### src/rtl/core/bbp_pkg.sv
// Shared widths, payload types and handshake structs for the bicubic Bezier patch evaluator.
package bbp_pkg;

    localparam int COORD_W    = 32;
    localparam int FRAC_W     = 16;
    localparam int PARAM_W    = FRAC_W + 1;
    localparam int PARAM3_W   = FRAC_W + 2;
    localparam int NUM_POINTS = 16;
    localparam int NUM_AXES   = 3;
    localparam int IDX_W      = $clog2(NUM_POINTS);
    localparam int AXIS_W     = $clog2(NUM_AXES);
    localparam int WGT_W      = 2 * FRAC_W + 1;
    localparam int OPA_W      = ((WGT_W > COORD_W) ? WGT_W : COORD_W) + 1;
    localparam int OPB_W      = WGT_W;
    localparam int PROD_W     = OPA_W + OPB_W + 1;
    localparam int ROW_W      = NUM_AXES * COORD_W;

    localparam logic [PARAM_W-1:0] PARAM_ONE = PARAM_W'(1) << FRAC_W;

    typedef enum logic [0:0] {
        OP_LOAD = 1'b0,
        OP_EVAL = 1'b1
    } opcode_t;

    typedef struct packed {
        opcode_t                    opcode;
        logic [IDX_W-1:0]           point_index;
        logic signed [COORD_W-1:0]  coord_x;
        logic signed [COORD_W-1:0]  coord_y;
        logic signed [COORD_W-1:0]  coord_z;
        logic [PARAM_W-1:0]         param_u;
        logic [PARAM_W-1:0]         param_v;
    } cmd_t;

    typedef struct packed {
        logic signed [COORD_W-1:0]  surf_x;
        logic signed [COORD_W-1:0]  surf_y;
        logic signed [COORD_W-1:0]  surf_z;
    } res_t;

    // Where a product goes when it comes back from the multiplier
    typedef enum logic [1:0] {
        MK_SQ   = 2'd0,
        MK_CUBE = 2'd1,
        MK_PAIR = 2'd2,
        MK_ACC  = 2'd3
    } mul_kind_t;

    typedef struct packed {
        mul_kind_t   kind;
        logic [2:0]  sel;
    } mul_tag_t;

    typedef struct packed {
        logic                       start;
        mul_tag_t                   tag;
        logic signed [OPA_W-1:0]    a;
        logic [OPB_W-1:0]           b;
    } mul_req_t;

    typedef struct packed {
        logic                       done;
        mul_tag_t                   tag;
        logic signed [PROD_W-1:0]   prod;
    } mul_rsp_t;

    typedef struct packed {
        logic                       en;
        logic [IDX_W-1:0]           idx;
        logic [ROW_W-1:0]           data;
    } store_wr_t;

endpackage

### src/rtl/core/bbp_store.sv
// Control point store: 16 rows of x,y,z with per-row valid bits, registered read.
module bbp_store
    import bbp_pkg::*;
(
    input  logic              clk,
    input  logic              rst_n,
    input  store_wr_t         wr,
    input  logic [IDX_W-1:0]  raddr,
    output logic [ROW_W-1:0]  rdata
);

    logic [ROW_W-1:0]      mem [NUM_POINTS];
    logic [NUM_POINTS-1:0] valid_reg;
    logic [ROW_W-1:0]      rdata_reg;

    always_ff @(posedge clk or negedge rst_n)
    begin
        if (!rst_n)
        begin
            valid_reg <= '0;
        end
        else if (wr.en)
        begin
            valid_reg[wr.idx] <= 1'b1;
        end
    end

    always_ff @(posedge clk)
    begin
        if (wr.en)
        begin
            mem[wr.idx] <= wr.data;
        end
        // a row never written reads as zero
        rdata_reg <= valid_reg[raddr] ? mem[raddr] : '0;
    end

    assign rdata = rdata_reg;

endmodule

### config.mk
export PLATFORM = sky130hd
export DESIGN_NAME = bbp_store
export DESIGN_NICKNAME = d
export VERILOG_FILES = /design/src/rtl/core/bbp_pkg.sv /design/src/rtl/core/bbp_store.sv
export SDC_FILE = /design/constraint.sdc
export NUM_CORES = 1
export LEC_CHECK = 0
export ABC_CLOCK_PERIOD_IN_PS = 2900
export BUFFER_PORTS_ARGS = -buffer_cell sky130_fd_sc_hd__buf_2
export CELL_PAD_IN_SITES_DETAIL_PLACEMENT = 1
export CELL_PAD_IN_SITES_GLOBAL_PLACEMENT = 2
export CORE_ASPECT_RATIO = 2
export CORE_UTILIZATION = 23
export CTS_CLUSTER_SIZE = 40
export DETAILED_ROUTE_END_ITERATION = 6
export GPL_TIMING_DRIVEN = 0
export HOLD_SLACK_MARGIN = 0.08
export PLACE_DENSITY = 0.53
export SETUP_SLACK_MARGIN = 0.02
export SLEW_MARGIN = 20
export SYNTH_ARGS = -nofsm -noshare
export SYNTH_HDL_FRONTEND = slang
export SYNTH_SLANG_ARGS = --single-unit
### constraint.sdc
create_clock -name clk -period 2.9 [get_ports clk]
set_input_delay 0.29 -clock clk [delete_from_list [all_inputs] [get_ports clk]]
set_output_delay 0.29 -clock clk [all_outputs]
set_load 0.03 [all_outputs]
# Word-level counts from Yosys, hierarchy flattened
# Memory sizes are Yosys's and may differ from the RTL's. A register that Yosys moved wholly into a read port is not among the register bits.
# Index checks and enable logic that the tools add are counted.
# word_totals
input_bits	107
ramBits	1536
ff_bits	16
mem_count	1
output_inout_bits	96
# classes
mux	6
bitwise	1
reduce_logical	2
order_cmp	3
# mem_list
name	depth	width	rd	rd_ports_with_merged_regs	wr	line_no	source
mem	16	96	1	1	1	bbp_store.sv:12	logic [ROW_W-1:0] mem [NUM_POINTS];
# ops
operator	n
OR 16 bit	1
less-than comparator 4 x 5 -> 1 bit, second input constant	2
binary-select mux 1 bit (select 4 bit)	1
demux 1 bit (select 4 bit)	1
greater-or-equal comparator 4 x 1 -> 1 bit, second input constant	1
two-way mux 1 bit	4
logical AND 1 bit	1
zero test 1 bit	1

# Logic depth before layout (Yosys ltp)
# logic_depth
ltp_word	5
ltp_mapped	7
depth_no_buf	4

# Least setup slack after synthesis
# No wires, ideal clock.
# synth_timing
kind	input to register
startpoint	in wr[98] (netlist bit)
endpoint	reg valid_reg[0]
n_path_buf	0
path_stages	3
required_ns	2.794
arrival_time_ns	7.995
slack_ns	-5.201
path_cell_list	or3b_2 -> nor3_1 -> or2_2
# synth_via
elab_chain_cells	5
elab_cells_between_ends	6
cone_classes	order compare (2); mux (2); bitwise (1); reduce/logical (1)
# synth_rtl
element	line_no	source
start: declaration	bbp_store.sv:7	input store_wr_t wr,
less-than comparator 4 x 5 -> 1 bit (not written as such) or greater-or-equal comparator 4 x 1 -> 1 bit (tied branches)	bbp_store.sv:24	valid_reg[wr.idx] <= 1'b1;
logical AND 1 bit (not written as such)	bbp_store.sv:24	
two-way mux 1 bit (not written as such)	bbp_store.sv:24	
demux 1 bit (select 4 bit) *	bbp_store.sv:24	
OR 16 bit (no line) *	-	
end signal: assignment	bbp_store.sv:20	valid_reg <= '0;
end signal: indexed assignment	bbp_store.sv:24	
end: declaration	bbp_store.sv:13	logic [NUM_POINTS-1:0] valid_reg;
# Every way passes the cells marked *; elsewhere a longest branch is shown, timed or not.
# A chain may end at the register's enable or synchronous reset.

# Worst setup path in the final report
# layout_timing
startpoint	in wr[99] (netlist bit)
endpoint	mem mem[14][43] (netlist bit), enable pin
# layout_lines
element	line_no
end: declaration	bbp_store.sv:12
# Straight into the memory's write port.

==> results_dict.tcl <==
set metrics [dict create \
    synth_top_cell_area_share_pct 76.9 \
    fp.dieArea_um2 263000 \
    place_area_um2 68200 \
    cp-start-kind "primary input" \
    synth_top_cell_by_area "edfxtp_1" \
    dp_cells 6296 \
    drt_first_pass_iters 5 \
    cp.required_ps 3400 \
    cts_buffers 166 \
    root_buffer "clkbuf_16" \
    synth.ff_latch_count 1648 \
    initial_core_util_pct 23.2 \
    postSynthCellCount 2509 \
    worst_slew_pin_slew_ps 1090 \
    cp-end-kind "flip-flop" \
    r2r_slack_ps 290 \
    crit_path_top_delay_cell "dlygate4sd3_1" \
    clk_latency_ps 830 \
    hold_end "mem[2][77]" \
    cts.path.max_buffers 4 \
    period_needed_ps 2820 \
    stdcell_count 6689 \
    peakVddDrop_uv 425 \
    grt_pass1_vias 32000 \
    finalCritPeriodShare_pct 97.1 \
    min_path_type "in -> reg" \
    min_from "wr[100]" \
    area_growth_pct 23.9 \
    mostFrequentLayoutCell "edfxtp_1" \
    layout_common_cells "1536 x edfxtp_1, 388 x mux4_2, 253 x buf_2" \
    setup.worst_path.start "wr[99]" \
    ys_seq_area_share_pct 80.8 \
    cp_top_family "buffers and inverters" \
    core_region_area_um2 259000 \
    total_power_mw 51.4 \
    largest_reg_flops 1536 \
    clkSinkCount 1648 \
    reg2reg_from "valid_reg[13]" \
    max_slew_margin_pct 27.3 \
    cp.arrival_ps 3310 \
    slew_violations 0 \
    avgSynthCellArea_um2 23.9 \
    cts.reportedPaths.clkPinSlew_ps 70 \
    finalWirelength_mm 180 \
    htreeDepth 4 \
    critPathMaxStageDelay_ps 720 \
    ant_nets 0 \
    track_usage_pct 13.6 \
    synth_cell_types 23 \
    design_area_um2 74300 \
    hold_violations 0 \
    rows 264 \
    drt-vias-per-instance 4.26 \
    path_cells "dlygate4sd3_1, buf_2, nand3_4, dlygate4sd3_1, nor2_4, buf_12, buf_16, buf_16, buf_12" \
    place_hpwl_mm 124 \
    rsz0062_at_grt "no" \
    gp_congestion 0.684 \
    fin_skew_ps 48.5 \
    yosys-top-cells-area "edfxtp_1 77%, mux4_2 15%, dfxtp_1 3.2%, a22oi_1 2.4%, a21oi_1 0.80%" \
    utilization_pct 28.7 \
    power_density_nw_per_um2 692 \
    fmax_ghz 0.355 \
    drt_iter0_markers 1933 \
    timing_worst_setup_path_type "in -> reg" \
    drive_gt1_share_pct 32.2 \
    finalSetupViolations 0 \
    antenna_found_initial 32 \
    port_buffers 200 \
    cts_setup_buffers 0 \
    worst-path-buf-inv 7 \
    maxCapViolCount 0 \
    grt-ovfl-total 0 \
    path_max_fanout 18 \
    die_y_um 724 \
    cts_tree "done" \
    yosysWarnings 0 \
    drc 0 \
    syn-num-nets 2616 \
    status "completed" \
    grt_max_degree 20 \
    vias 28500 \
    num-nets-final 3217 \
    io_pins 203 \
    syn_area_um2 60000 \
    leakagePower_nw 23.2 \
    fp.dieW_um 363 \
    grt_pass1_wl_mm 251 \
    wire_per_inst_um 26.9 \
    min_delay_path_depth 3 \
    r2r_end "rdata[9]" \
    reg2reg_depth 6 \
]
[per-stage QoR]
step                worst slack [ps]  setup TNS (ps)  hold slack (ps)
floorplan                       -774         -936880            -5.59
global placement               -5200        -7364020              220
detailed placement             -1080          -30830              228
CTS                              110               0              183
global route                    27.8               0              216
finish                          84.7               0              247
[repair_timing]
action | CTS | global route
hold buffers | 104 | 0
gates resized for setup | 3 | 0
hold endpoints to repair | 1590 | 0
setup endpoints to repair | 5 | 0
[area by class of cell]
type | count | area, µm²
Tap cell | 3458 | 4330
Timing Repair Buffer | 433 | 4730
Multi-Input combinational cell | 722 | 11100
Fill cell | 26300 | 185000
Sequential cell | 1648 | 48400
Antenna cell | 9 | 22.5
Buffer | 139 | 618
Clock buffer | 216 | 4500
Clock inverter | 64 | 588
[where the power goes]
part	switching, mW	internal, mW
combinational	2.34	1.25
sequential	0.215	26.7
clock	9.22	11.7
total	11.8	39.6
[logic make-up after synthesis]
kind of cell | count (synthesis) | synth area share, %
AND/OR/NAND/NOR | 44 | 0.407
buffers and inverters | 139 | 1.02
flip-flops | 1648 | 80.8
AO/OA/AOI/OAI | 290 | 3.23
multiplexers | 388 | 14.6
[worst reg2reg max path: stages, from the launching register on]
cell and delay [ps]:
dfrtp_1 380, mux4_2 490, a22o_1 280, nor2_4 390, buf_6 320, buf_4 320
a21oi_1 210
[how the worst max path moves through the flow]
stage                         to  depth (start not counted)
finish               mem[14][43]                          9
global route         mem[14][55]                          9
CTS                  mem[14][55]                          9
detailed placement      rdata[9]                          7
global placement    valid_reg[1]                          4
floorplan              mem[1][0]                          2
[cells in the mapped netlist, drive strengths merged]
| master | count |
|---|---|
| nand2b | 2 |
| or3b | 1 |
| or2 | 16 |
| nor2b | 2 |
| buf | 74 |
| clkbuf | 65 |
| nand3 | 1 |
| nand3b | 2 |
| a21oi | 96 |
| nor2 | 14 |
| and2 | 1 |
| a22oi | 192 |
| mux4 | 388 |
| a22o | 2 |
| edfxtp | 1536 |
| dfrtp | 16 |
| dfxtp | 96 |
| nor3 | 4 |
| nand2 | 1 |
[routing by layer]
layer / up-vias / GRT usage [%] / share of wire [%]
met2: 617 / 25.6 / 54
met3: 270 / 2.00 / 3.7
met1: 15600 / 15.7 / 39
li1: 12000 / - / -
met5: - / 0 / 0.068
met4: 20 / 4.18 / 2.8
No activity file was read; power rests on OpenSTA's default activity.
