--- src/rtl/core/bbp_pkg.sv ---
// Shared widths, payload types and handshake structs for the bicubic Bezier patch evaluator.
package bbp_pkg;

    localparam int COORD_W    = 32;
    localparam int FRAC_W     = 16;
    localparam int PARAM_W    = FRAC_W + 1;
    localparam int PARAM3_W   = FRAC_W + 2;
    localparam int NUM_POINTS = 16;
    localparam int NUM_AXES   = 3;
    localparam int IDX_W      = $clog2(NUM_POINTS);
    localparam int AXIS_W     = $clog2(NUM_AXES);
    localparam int WGT_W      = 2 * FRAC_W + 1;
    localparam int OPA_W      = ((WGT_W > COORD_W) ? WGT_W : COORD_W) + 1;
    localparam int OPB_W      = WGT_W;
    localparam int PROD_W     = OPA_W + OPB_W + 1;
    localparam int ROW_W      = NUM_AXES * COORD_W;

    localparam logic [PARAM_W-1:0] PARAM_ONE = PARAM_W'(1) << FRAC_W;

    typedef enum logic [0:0] {
        OP_LOAD = 1'b0,
        OP_EVAL = 1'b1
    } opcode_t;

    typedef struct packed {
        opcode_t                    opcode;
        logic [IDX_W-1:0]           point_index;
        logic signed [COORD_W-1:0]  coord_x;
        logic signed [COORD_W-1:0]  coord_y;
        logic signed [COORD_W-1:0]  coord_z;
        logic [PARAM_W-1:0]         param_u;
        logic [PARAM_W-1:0]         param_v;
    } cmd_t;

    typedef struct packed {
        logic signed [COORD_W-1:0]  surf_x;
        logic signed [COORD_W-1:0]  surf_y;
        logic signed [COORD_W-1:0]  surf_z;
    } res_t;

    // Where a product goes when it comes back from the multiplier
    typedef enum logic [1:0] {
        MK_SQ   = 2'd0,
        MK_CUBE = 2'd1,
        MK_PAIR = 2'd2,
        MK_ACC  = 2'd3
    } mul_kind_t;

    typedef struct packed {
        mul_kind_t   kind;
        logic [2:0]  sel;
    } mul_tag_t;

    typedef struct packed {
        logic                       start;
        mul_tag_t                   tag;
        logic signed [OPA_W-1:0]    a;
        logic [OPB_W-1:0]           b;
    } mul_req_t;

    typedef struct packed {
        logic                       done;
        mul_tag_t                   tag;
        logic signed [PROD_W-1:0]   prod;
    } mul_rsp_t;

    typedef struct packed {
        logic                       en;
        logic [IDX_W-1:0]           idx;
        logic [ROW_W-1:0]           data;
    } store_wr_t;

endpackage

--- src/rtl/core/bbp_seq.sv ---
// Sequencer: handshakes, Bernstein weights, pair weights and the three coordinate sums.
module bbp_seq
    import bbp_pkg::*;
(
    input  logic              clk,
    input  logic              rst_n,
    input  logic              cmd_valid,
    output logic              cmd_ready,
    input  cmd_t              cmd,
    output logic              res_valid,
    input  logic              res_ready,
    output res_t              res,
    output store_wr_t         store_wr,
    output logic [IDX_W-1:0]  store_raddr,
    input  logic [ROW_W-1:0]  store_rdata,
    output mul_req_t          mul_req,
    input  mul_rsp_t          mul_rsp
);

    typedef enum logic [3:0] {
        S_IDLE,
        S_SQ,
        S_SQ_WAIT,
        S_CUBE,
        S_CUBE_WAIT,
        S_PAIR,
        S_PAIR_WAIT,
        S_COORD,
        S_DRAIN,
        S_OUT
    } state_t;

    localparam logic [2:0]       SQ_LAST    = 3'd3;
    localparam logic [2:0]       CUBE_LAST  = 3'd7;
    localparam logic [2:0]       AXIS_LAST  = 3'(NUM_AXES - 1);
    localparam logic [IDX_W-1:0] POINT_LAST = IDX_W'(NUM_POINTS - 1);

    state_t                    state_reg, state_next;
    logic [2:0]                step_reg, step_next;
    logic [IDX_W-1:0]          idx_reg, idx_next;
    logic [PARAM_W-1:0]        t_reg [2], t_next [2];
    logic [PARAM_W-1:0]        s_reg [2], s_next [2];
    logic [PARAM3_W-1:0]       t3_reg [2], t3_next [2];
    logic [PARAM3_W-1:0]       s3_reg [2], s3_next [2];
    logic [WGT_W-1:0]          ss_reg [2], ss_next [2];
    logic [WGT_W-1:0]          tt_reg [2], tt_next [2];
    logic [WGT_W-1:0]          wu_reg [4], wu_next [4];
    logic [WGT_W-1:0]          wv_reg [4], wv_next [4];
    logic [WGT_W-1:0]          pw_reg, pw_next;
    logic signed [PROD_W-1:0]  acc_reg [NUM_AXES], acc_next [NUM_AXES];
    logic                      res_valid_reg, res_valid_next;
    res_t                      res_reg, res_next;

    logic                      accept;
    logic [PARAM_W-1:0]        u_sat, v_sat;
    logic [PARAM_W-1:0]        sq_op;
    logic                      cp;
    logic [COORD_W-1:0]        coord;

    assign cmd_ready   = (state_reg == S_IDLE);
    assign accept      = cmd_valid && cmd_ready;
    assign store_raddr = idx_reg;
    assign res_valid   = res_valid_reg;
    assign res         = res_reg;

    // clamp parameters above one
    assign u_sat = (cmd.param_u > PARAM_ONE) ? PARAM_ONE : cmd.param_u;
    assign v_sat = (cmd.param_v > PARAM_ONE) ? PARAM_ONE : cmd.param_v;

    assign store_wr.en   = accept && (cmd.opcode == OP_LOAD);
    assign store_wr.idx  = cmd.point_index;
    assign store_wr.data = {cmd.coord_z, cmd.coord_y, cmd.coord_x};

    assign cp    = step_reg[2];
    assign sq_op = step_reg[0] ? t_reg[step_reg[1]] : s_reg[step_reg[1]];
    assign coord = store_rdata[step_reg[AXIS_W-1:0] * COORD_W +: COORD_W];

    // operand selection for the shared multiplier
    always_comb
    begin
        mul_req.start    = 1'b0;
        mul_req.tag.kind = MK_SQ;
        mul_req.tag.sel  = step_reg;
        mul_req.a        = '0;
        mul_req.b        = '0;
        case (state_reg)
            S_SQ:
            begin
                mul_req.start    = 1'b1;
                mul_req.tag.kind = MK_SQ;
                mul_req.a        = $signed(OPA_W'(sq_op));
                mul_req.b        = OPB_W'(sq_op);
            end
            S_CUBE:
            begin
                mul_req.start    = 1'b1;
                mul_req.tag.kind = MK_CUBE;
                case (step_reg[1:0])
                    2'd0:
                    begin
                        mul_req.a = $signed(OPA_W'(ss_reg[cp]));
                        mul_req.b = OPB_W'(s_reg[cp]);
                    end
                    2'd1:
                    begin
                        mul_req.a = $signed(OPA_W'(ss_reg[cp]));
                        mul_req.b = OPB_W'(t3_reg[cp]);
                    end
                    2'd2:
                    begin
                        mul_req.a = $signed(OPA_W'(tt_reg[cp]));
                        mul_req.b = OPB_W'(s3_reg[cp]);
                    end
                    default:
                    begin
                        mul_req.a = $signed(OPA_W'(tt_reg[cp]));
                        mul_req.b = OPB_W'(t_reg[cp]);
                    end
                endcase
            end
            S_PAIR:
            begin
                mul_req.start    = 1'b1;
                mul_req.tag.kind = MK_PAIR;
                mul_req.a        = $signed(OPA_W'(wv_reg[idx_reg[3:2]]));
                mul_req.b        = OPB_W'(wu_reg[idx_reg[1:0]]);
            end
            S_COORD:
            begin
                mul_req.start    = 1'b1;
                mul_req.tag.kind = MK_ACC;
                mul_req.a        = OPA_W'($signed(coord));
                mul_req.b        = pw_reg;
            end
            default:
            begin
                mul_req.start = 1'b0;
            end
        endcase
    end

    always_comb
    begin
        state_next     = state_reg;
        step_next      = step_reg;
        idx_next       = idx_reg;
        t_next         = t_reg;
        s_next         = s_reg;
        t3_next        = t3_reg;
        s3_next        = s3_reg;
        ss_next        = ss_reg;
        tt_next        = tt_reg;
        wu_next        = wu_reg;
        wv_next        = wv_reg;
        pw_next        = pw_reg;
        acc_next       = acc_reg;
        res_next       = res_reg;
        res_valid_next = res_valid_reg;

        if (res_valid_reg && res_ready)
        begin
            res_valid_next = 1'b0;
        end

        // write back the product that returns this cycle
        if (mul_rsp.done)
        begin
            unique case (mul_rsp.tag.kind)
                MK_SQ:
                begin
                    if (mul_rsp.tag.sel[0])
                    begin
                        tt_next[mul_rsp.tag.sel[1]] = mul_rsp.prod[WGT_W-1:0];
                    end
                    else
                    begin
                        ss_next[mul_rsp.tag.sel[1]] = mul_rsp.prod[WGT_W-1:0];
                    end
                end
                MK_CUBE:
                begin
                    if (mul_rsp.tag.sel[2])
                    begin
                        wv_next[mul_rsp.tag.sel[1:0]] = mul_rsp.prod[FRAC_W +: WGT_W];
                    end
                    else
                    begin
                        wu_next[mul_rsp.tag.sel[1:0]] = mul_rsp.prod[FRAC_W +: WGT_W];
                    end
                end
                MK_PAIR:
                begin
                    pw_next = mul_rsp.prod[2 * FRAC_W +: WGT_W];
                end
                MK_ACC:
                begin
                    acc_next[mul_rsp.tag.sel[AXIS_W-1:0]] =
                        acc_reg[mul_rsp.tag.sel[AXIS_W-1:0]] + mul_rsp.prod;
                end
                default:
                begin
                    pw_next = pw_reg;
                end
            endcase
        end

        unique case (state_reg)
            S_IDLE:
            begin
                if (accept && (cmd.opcode == OP_EVAL))
                begin
                    t_next[0]  = u_sat;
                    t_next[1]  = v_sat;
                    s_next[0]  = PARAM_ONE - u_sat;
                    s_next[1]  = PARAM_ONE - v_sat;
                    t3_next[0] = (PARAM3_W'(u_sat) << 1) + PARAM3_W'(u_sat);
                    t3_next[1] = (PARAM3_W'(v_sat) << 1) + PARAM3_W'(v_sat);
                    s3_next[0] = (PARAM3_W'(PARAM_ONE - u_sat) << 1)
                               + PARAM3_W'(PARAM_ONE - u_sat);
                    s3_next[1] = (PARAM3_W'(PARAM_ONE - v_sat) << 1)
                               + PARAM3_W'(PARAM_ONE - v_sat);
                    for (int i = 0; i < NUM_AXES; i++)
                    begin
                        acc_next[i] = '0;
                    end
                    step_next  = '0;
                    idx_next   = '0;
                    state_next = S_SQ;
                end
            end
            S_SQ:
            begin
                if (step_reg == SQ_LAST)
                begin
                    step_next  = '0;
                    state_next = S_SQ_WAIT;
                end
                else
                begin
                    step_next = step_reg + 3'd1;
                end
            end
            S_SQ_WAIT:
            begin
                state_next = S_CUBE;
            end
            S_CUBE:
            begin
                if (step_reg == CUBE_LAST)
                begin
                    step_next  = '0;
                    state_next = S_CUBE_WAIT;
                end
                else
                begin
                    step_next = step_reg + 3'd1;
                end
            end
            S_CUBE_WAIT:
            begin
                state_next = S_PAIR;
            end
            S_PAIR:
            begin
                state_next = S_PAIR_WAIT;
            end
            S_PAIR_WAIT:
            begin
                step_next  = '0;
                state_next = S_COORD;
            end
            S_COORD:
            begin
                if (step_reg == AXIS_LAST)
                begin
                    step_next = '0;
                    if (idx_reg == POINT_LAST)
                    begin
                        state_next = S_DRAIN;
                    end
                    else
                    begin
                        idx_next   = idx_reg + IDX_W'(1);
                        state_next = S_PAIR;
                    end
                end
                else
                begin
                    step_next = step_reg + 3'd1;
                end
            end
            S_DRAIN:
            begin
                state_next = S_OUT;
            end
            S_OUT:
            begin
                // hold until the previous result is taken
                if (!res_valid_reg || res_ready)
                begin
                    res_next.surf_x = acc_reg[0][2 * FRAC_W +: COORD_W];
                    res_next.surf_y = acc_reg[1][2 * FRAC_W +: COORD_W];
                    res_next.surf_z = acc_reg[2][2 * FRAC_W +: COORD_W];
                    res_valid_next  = 1'b1;
                    state_next      = S_IDLE;
                end
            end
            default:
            begin
                state_next = S_IDLE;
            end
        endcase
    end

    always_ff @(posedge clk or negedge rst_n)
    begin
        if (!rst_n)
        begin
            state_reg     <= S_IDLE;
            step_reg      <= '0;
            idx_reg       <= '0;
            res_valid_reg <= 1'b0;
            res_reg       <= '0;
            pw_reg        <= '0;
            for (int i = 0; i < 2; i++)
            begin
                t_reg[i]  <= '0;
                s_reg[i]  <= '0;
                t3_reg[i] <= '0;
                s3_reg[i] <= '0;
                ss_reg[i] <= '0;
                tt_reg[i] <= '0;
            end
            for (int i = 0; i < 4; i++)
            begin
                wu_reg[i] <= '0;
                wv_reg[i] <= '0;
            end
            for (int i = 0; i < NUM_AXES; i++)
            begin
                acc_reg[i] <= '0;
            end
        end
        else
        begin
            state_reg     <= state_next;
            step_reg      <= step_next;
            idx_reg       <= idx_next;
            res_valid_reg <= res_valid_next;
            res_reg       <= res_next;
            pw_reg        <= pw_next;
            t_reg         <= t_next;
            s_reg         <= s_next;
            t3_reg        <= t3_next;
            s3_reg        <= s3_next;
            ss_reg        <= ss_next;
            tt_reg        <= tt_next;
            wu_reg        <= wu_next;
            wv_reg        <= wv_next;
            acc_reg       <= acc_next;
        end
    end

    a_eval_starts_squares: assert property (@(posedge clk) disable iff (!rst_n)
        accept && (cmd.opcode == OP_EVAL) |=> state_reg == S_SQ)
        else $error("evaluate item did not start the weight sequence");

    a_sq_done_in_window: assert property (@(posedge clk) disable iff (!rst_n)
        mul_rsp.done && (mul_rsp.tag.kind == MK_SQ)
            |-> (state_reg == S_SQ) || (state_reg == S_SQ_WAIT))
        else $error("square product returned outside the square phase");

    a_pair_done_before_coords: assert property (@(posedge clk) disable iff (!rst_n)
        mul_rsp.done && (mul_rsp.tag.kind == MK_PAIR) |-> state_reg == S_PAIR_WAIT)
        else $error("pair weight returned out of step with coordinate products");

    a_drained_at_output: assert property (@(posedge clk) disable iff (!rst_n)
        (state_reg == S_OUT) || (state_reg == S_IDLE) |-> !mul_rsp.done)
        else $error("product still in flight when the sums are read");

endmodule

--- config.mk ---
export PLATFORM = sky130hd
export DESIGN_NAME = bbp_seq
export DESIGN_NICKNAME = d
export VERILOG_FILES = /design/src/rtl/core/bbp_pkg.sv /design/src/rtl/core/bbp_seq.sv
export SDC_FILE = /design/constraint.sdc
export NUM_CORES = 2
export LEC_CHECK = 0
export ABC_CLOCK_PERIOD_IN_PS = 4200
export BUFFER_PORTS_ARGS = -buffer_cell sky130_fd_sc_hd__buf_2
export CORE_AREA = 2 2 292 294
export DETAILED_ROUTE_END_ITERATION = 7
export DIE_AREA = 0 0 294 296
export GPL_TIMING_DRIVEN = 0
export HOLD_SLACK_MARGIN = 0.15
export MAX_ROUTING_LAYER = met4
export PLACE_DENSITY_LB_ADDON = 0.05
export SYNTH_ARGS = -nofsm -noshare
export SYNTH_HDL_FRONTEND = slang
export SYNTH_SLANG_ARGS = --single-unit
--- constraint.sdc ---
create_clock -name clk -period 4.2 [get_ports clk]
set_input_delay 0.21 -clock clk [delete_from_list [all_inputs] [get_ports clk]]
set_output_delay 0.21 -clock clk [all_outputs]
set_load 0.02 [all_outputs]
Word level (Yosys, flattened, before mapping)

Index checks and enable logic that the tools add are counted.

Output and inout bits: 276
Word-level logic and storage cells: 184
Input bits: 309
Bits in registers: 881

Eq/ne operators: 24
Bitwise gates (word level): 9
$add $sub $neg: 11
Muxes and demuxes: 74
Magnitude comparators: 10
Shift operators: 1
Reduce and logical (&&, ||, !) cells: 24

Operators with widths:

| operator                                            | number |
|---|---|
| two-way mux 204 bit                                 | 4 |
| two-way mux 33 bit                                  | 12 |
| case mux 67 bit (4 select lines)                    | 1 |
| bitwise mux 132 bit                                 | 2 |
| two-way mux 17 bit                                  | 15 |
| bitwise mux 204 bit                                 | 1 |
| two-way mux 68 bit                                  | 3 |
| case mux 66 bit (3 select lines)                    | 1 |
| binary-select mux 68 bit (select 2 bit)             | 1 |
| demux 68 bit (select 2 bit)                         | 1 |
| binary-select mux 33 bit (select 2 bit)             | 2 |
| bitwise mux 66 bit                                  | 2 |
| two-way mux 18 bit                                  | 6 |
| variable part select 96 x 8 -> 32 bit               | 1 |
| adder 68 bit                                        | 1 |
| demux 33 bit (select 2 bit)                         | 1 |
| case mux 4 bit (10 select lines)                    | 1 |
| adder 18 x 17 -> 18 bit                             | 2 |
| adder 18 bit                                        | 2 |
| two-way mux 4 bit                                   | 9 |
| subtractor 17 x 17 -> 18 bit (first input constant) | 2 |
| > comparator 17 bit (second input constant)         | 2 |
| subtractor 17 bit (first input constant)            | 2 |
| demux 33 bit (select 1 bit)                         | 1 |
| other kinds (36)                                    | 78 |

Depth between registers and ports, before layout

Depth after elaboration: 10
Gate-level depth with buffers: 19
Mapped depth without buffers: 17

Worst setup path before layout

Ideal clock, no wire load.

Kind: input -> register
Start point: input cmd[20] in the netlist's numbering
End point: register s3_reg[34] in the netlist's numbering
Data required time: 4.108 ns
Cell stages on the path: 16
Buffers on the path: 0
Slack: -0.170 ns
Setup time: 0.092 ns
Arrival time: 4.278 ns
Cell sequence: or4_1 o41ai_2 nand2_1 ha_1 and4_1 xnor2_1 inv_1 ha_1 and2_1 a2111oi_4 a21oi_2 maj3_2 nand3_2 a21boi_1 o21a_1 o31ai_2

Longest elaborated chain between the ends: 4

Ends and longest elaborated chain:

| element                        | RTL line       | source |
|---|---|---|
| start: declaration             | bbp_seq.sv:9   | `input cmd_t cmd,` |
| > comparator 17 bit            | bbp_seq.sv:67  | `assign u_sat = (cmd.param_u > PARAM_ONE) ? PARAM_ONE : cmd.param_u;` |
| two-way mux 17 bit *           | bbp_seq.sv:67  |  |
| subtractor 17 x 17 -> 18 bit * | bbp_seq.sv:219 | `+ PARAM3_W'(PARAM_ONE - u_sat);` |
| adder 18 bit *                 | bbp_seq.sv:219 |  |
| end signal: assignment         | bbp_seq.sv:355 | `s3_reg <= s3_next;` |
| end: declaration               | bbp_seq.sv:44  | `logic [PARAM3_W-1:0] s3_reg [2], s3_next [2];` |

Every way passes the cells marked *; elsewhere a longest branch is shown, timed or not.
A chain may end at the register's enable or synchronous reset.

Worst setup path after layout

Start point: register state_reg[0]
End point: register idx_reg[3], in the netlist store_raddr[3]

Longest elaborated chain between the ends: 5
Elaborated cells between the ends (all ways): 10
Classes of those cells: eq/ne: 4; mux: 1; reduce/logical: 5

Ends and longest elaborated chain:

| element                                         | RTL line                      | source |
|---|---|---|
| start: declaration                              | bbp_seq.sv:38                 | `state_t state_reg, state_next;` |
| start signal: assignment                        | bbp_seq.sv:346                | `state_reg <= state_next;` |
| zero test 4 bit                                 | bbp_seq.sv:60, bbp_seq.sv:207 |  |
| logical AND 1 bit                               | bbp_seq.sv:61                 | `assign accept = cmd_valid && cmd_ready;` |
| logical AND 1 bit                               | bbp_seq.sv:210                | `if (accept && (cmd.opcode == OP_EVAL))` |
| inequality test 2 x 1 -> 1 bit (no source line) | --                            |  |
| AND reduction 4 bit (no source line)            | --                            |  |
| end signal: assignment                          | bbp_seq.sv:348                | `idx_reg <= idx_next;` |
| end: declaration                                | bbp_seq.sv:40                 | `logic [IDX_W-1:0] idx_reg, idx_next;` |

Parallel ways exist; a longest one is shown, timed or not.

==> results by group <==
Global route
  • Largest net degree at the start of global routing: 122
  • Vias in the first global route: 38210
  • Tot GR Track Use: between 30% and 40%
  • Global-route wire length before repair: approximately 250000 um
  • Total grt overflow: 0
  • Initial antenna violation count: 13

Min path
  • Worst Hold Class: in2async

Routing
  • WL/cell: about 27 um
  • Via count: just under 40000
  • Remaining DRCs: 0
  • Initial detailed-routing violation count: roughly 4100
  • Final wirelength: between 150000 and 200000 um
  • Average vias per placed instance: slightly above 6
  • Pre-antenna DRT Iters: 8
  • ANT nets after route: 0

Pwr
  • Leakage power: 26.50 nW
  • Power Dens Cells: roughly 620 nW/um2
  • VDD IR max: 396.3 uV

Setup path
  • Most common cell type on the critical path: clkbuf_1
  • Slowest stage cell, crit path: and3_1
  • CP Max Fanout: 10
  • CP cell instances: clkbuf_1 -> nor4_1 -> buf_2 -> and3_1 -> clkbuf_1 -> clkbuf_1 -> nor2_1
  • Worst Setup Start Kind: register
  • Worst Setup End Kind: register
  • Data arrival, critical path: approximately 4.7 ns
  • WS Path Type: reg2reg
  • Buf+Inv Stages, Crit Path: 4
  • CP required: around 4.7 ns
  • Max incr delay on CP: around 0.86 ns
  • Crit path max-delay family: buffers and inverters

Placed design
  • Placed cell count: a little over 6000
  • Number of port buffers: 478
  • Post-detail-place hpwl: roughly 130000 um
  • GPL Wtd Cong: between 1 and 1.5
  • DP Worst Slack: -2.012 ns

Run status
  • Status: finished with violations
  • Failing checks: max-capacitance violations, max-slew violations

Synthesis
  • Avg Cell Area, Syn: 10.48 um2
  • Seq/Total Area, Yosys: a little under half
  • Area of the mapped netlist: between 40000 and 50000 um2
  • Top cell type's share of synthesized area: between 40 and 50%
  • Largest area contributor in the netlist: dfrtp_1
  • Cells after Synth: between 4000 and 5000
  • Yosys reg bits: around 860
  • Synth top area cells: dfrtp_1, mux2_2, nand2_1
  • Syn_nets: roughly 5000
  • Number of distinct library cells after synthesis: 76
  • Synth Flop Type: dfrtp_1
  • Ys async rst share: 100.0%
  • EDFF count, synth: 0
  • Synth warn: 0

Clock network
  • # H-tree levels: 3
  • CTS root buffer: clkbuf_16
  • Worst-skew pair later-pin latency: between 0.6 and 0.7 ns
  • CTS Buf Count: between 90 and 100
  • Reg clk slew, reported paths: approximately 0.060 ns
  • CTS tree: yes
  • Max Root-Sink Buffers: 3
  • Clock net sink count: approximately 860

STA
  • Min Tclk post-route: ~4.2 ns
  • Peak Freq: 0.2392 GHz
  • Sum of negative setup slack: 0 ns
  • Relative slew slack: -4.160%
  • Worst setup margin: around 0.020 ns
  • Worst Tran Pin Value: around 1.6 ns
  • Slew Limit Fails: 11
  • Hold WS: ~0.13 ns
  • Setup violators final: 0
  • Setup Skew: 0.02353 ns
  • Fin. Hold Viols: 0
  • Crit share post-route: approximately 100%

Floorplanning
  • Die Y: approximately 300 um
  • Initial Util: between 50% and 60%
  • DIE WIDTH: a little under 300 um
  • Core Area: between 80000 and 90000 um2
  • Ports: between 500 and 600
  • Row cnt: between 100 and 150
  • Die Area: just under 90000 um2

Cells and area
  • Layout Utilization: 67.05%
  • FF+latch area: about 21000 um2
  • Commonest non-fill, non-tap cell in the layout: dfrtp_1
  • Max FFs per register: around 190
  • Final cell count without fillers: ~6400
  • Share of layout cells above drive strength 1: approximately 28%
  • Commonest cells after routing, fill and taps aside: dfrtp_1, nand2_1, mux2_2, buf_2, a21oi_1
  • Synth-to-Final Area Change: 18.72%
  • Multi-input logic area: 24260 um2
  • Final net count: about 5700
  • Fillers: between 6000 and 7000

Run
  • Max cap viols: 1
synthesized netlist by cell type (7+ instances only):
cell      count
buf_1        45
o21a_1       10
buf_4       100
xnor2_1      96
a31oi_1      10
clkbuf_1    257
or4_1         9
ha_1        160
mux4_2       84
nand3_1      80
mux2i_1     186
inv_1        87
a22o_1       15
o31ai_1      11
a21oi_1     344
and4_1       10
xor2_1       45
and3_1       19
a21o_1       52
and2_1       11
nor2b_1      14
nand4_1      25
a211oi_1     33
a221oi_1     17
o21bai_1     21
a22oi_1      44
o21ai_0     305
mux2_2      542
nand2_1     697
nor2_1      115
a21boi_0      7
a221o_1      21
nor3_1       36
o22ai_1      35
nand2b_1     30
or3_1        12
dfrtp_1     859
power by group:
group / internal, mW / total (mW) / switching [mW]
Sequential: 10.6 / 12.4 / 1.84
Clock: 5.26 / 8.82 / 3.56
Combinational: 5.36 / 13.8 / 8.48
through the flow:
stage               instance area [um2]  power [mW]
floorplan                         47580       20.55
detailed placement                51560       25.53
finish                            56470       35.10
global route                      56460       36.70
CTS                               56230       34.70
global placement                  51340       25.26
routing by layer:
metal | up-vias | global-route usage [%] | routed length [um]
li1 | 17510 | - | -
met1 | 19970 | 55.84 | 72610
met2 | 1935 | 56.58 | 73260
met3 | 323 | 8.611 | 17080
met4 | 0 | 14.97 | 7166
met5 | - | - | 0
kinds of logic after synthesis:
kind of cell | Yosys count | synth area share [%]
and+or+nand+nor | 1079 | 9.749
AOI/OAI and AO/OA | 992 | 12.61
DFF | 859 | 45.19
muxes | 812 | 20.72
buffers and inverters | 489 | 4.648
adders and majority gates | 166 | 4.443
xor gates and xnor gates | 142 | 2.631
final cells by class:
class	count	area share, %
Multi-Input combinational cell	3191	42.96
Sequential cell	859	38.07
Inverter	87	0.5783
Antenna cell	13	0.05761
Buffer	398	3.550
Tap cell	1090	2.415
Clock inverter	35	0.9439
Timing Repair Buffer	597	6.528
Clock buffer	138	4.901
worst reg2reg max path, cell delays in order, from the launching register on:
cell and delay (ns):
dfrtp_1 0.37, clkbuf_1 0.23, nor4_1 0.41, buf_2 0.28
and3_1 0.86, clkbuf_1 0.83, clkbuf_1 0.86, nor2_1 0.14
path summary, 6_finish.rpt:
kind	startpoint	to	cells past startpoint	slack, ns
hold reg to reg	s3_reg[13]	s3_reg[13]	2	0.48
setup reg to reg	state_reg[0]	store_raddr[3]	7	0.02
hold / removal	rst_n	state_reg[3]	2	0.13
max in group asynchronous	rst_n	acc_reg[183]	5	1.88
setup / recovery	state_reg[0]	store_raddr[3]	7	0.02
min in group clk	mul_rsp[43]	wv_reg[126]	2	0.18
repair_timing:
item	in CTS	in global routing
hold buffers	101	0
pin swaps	2	9
buffers inserted	2	7
endpoints found under the setup margin	176	116
hold endpoints to repair	356	0
resized for setup	100	58
Power figures use the tool's default switching activity.
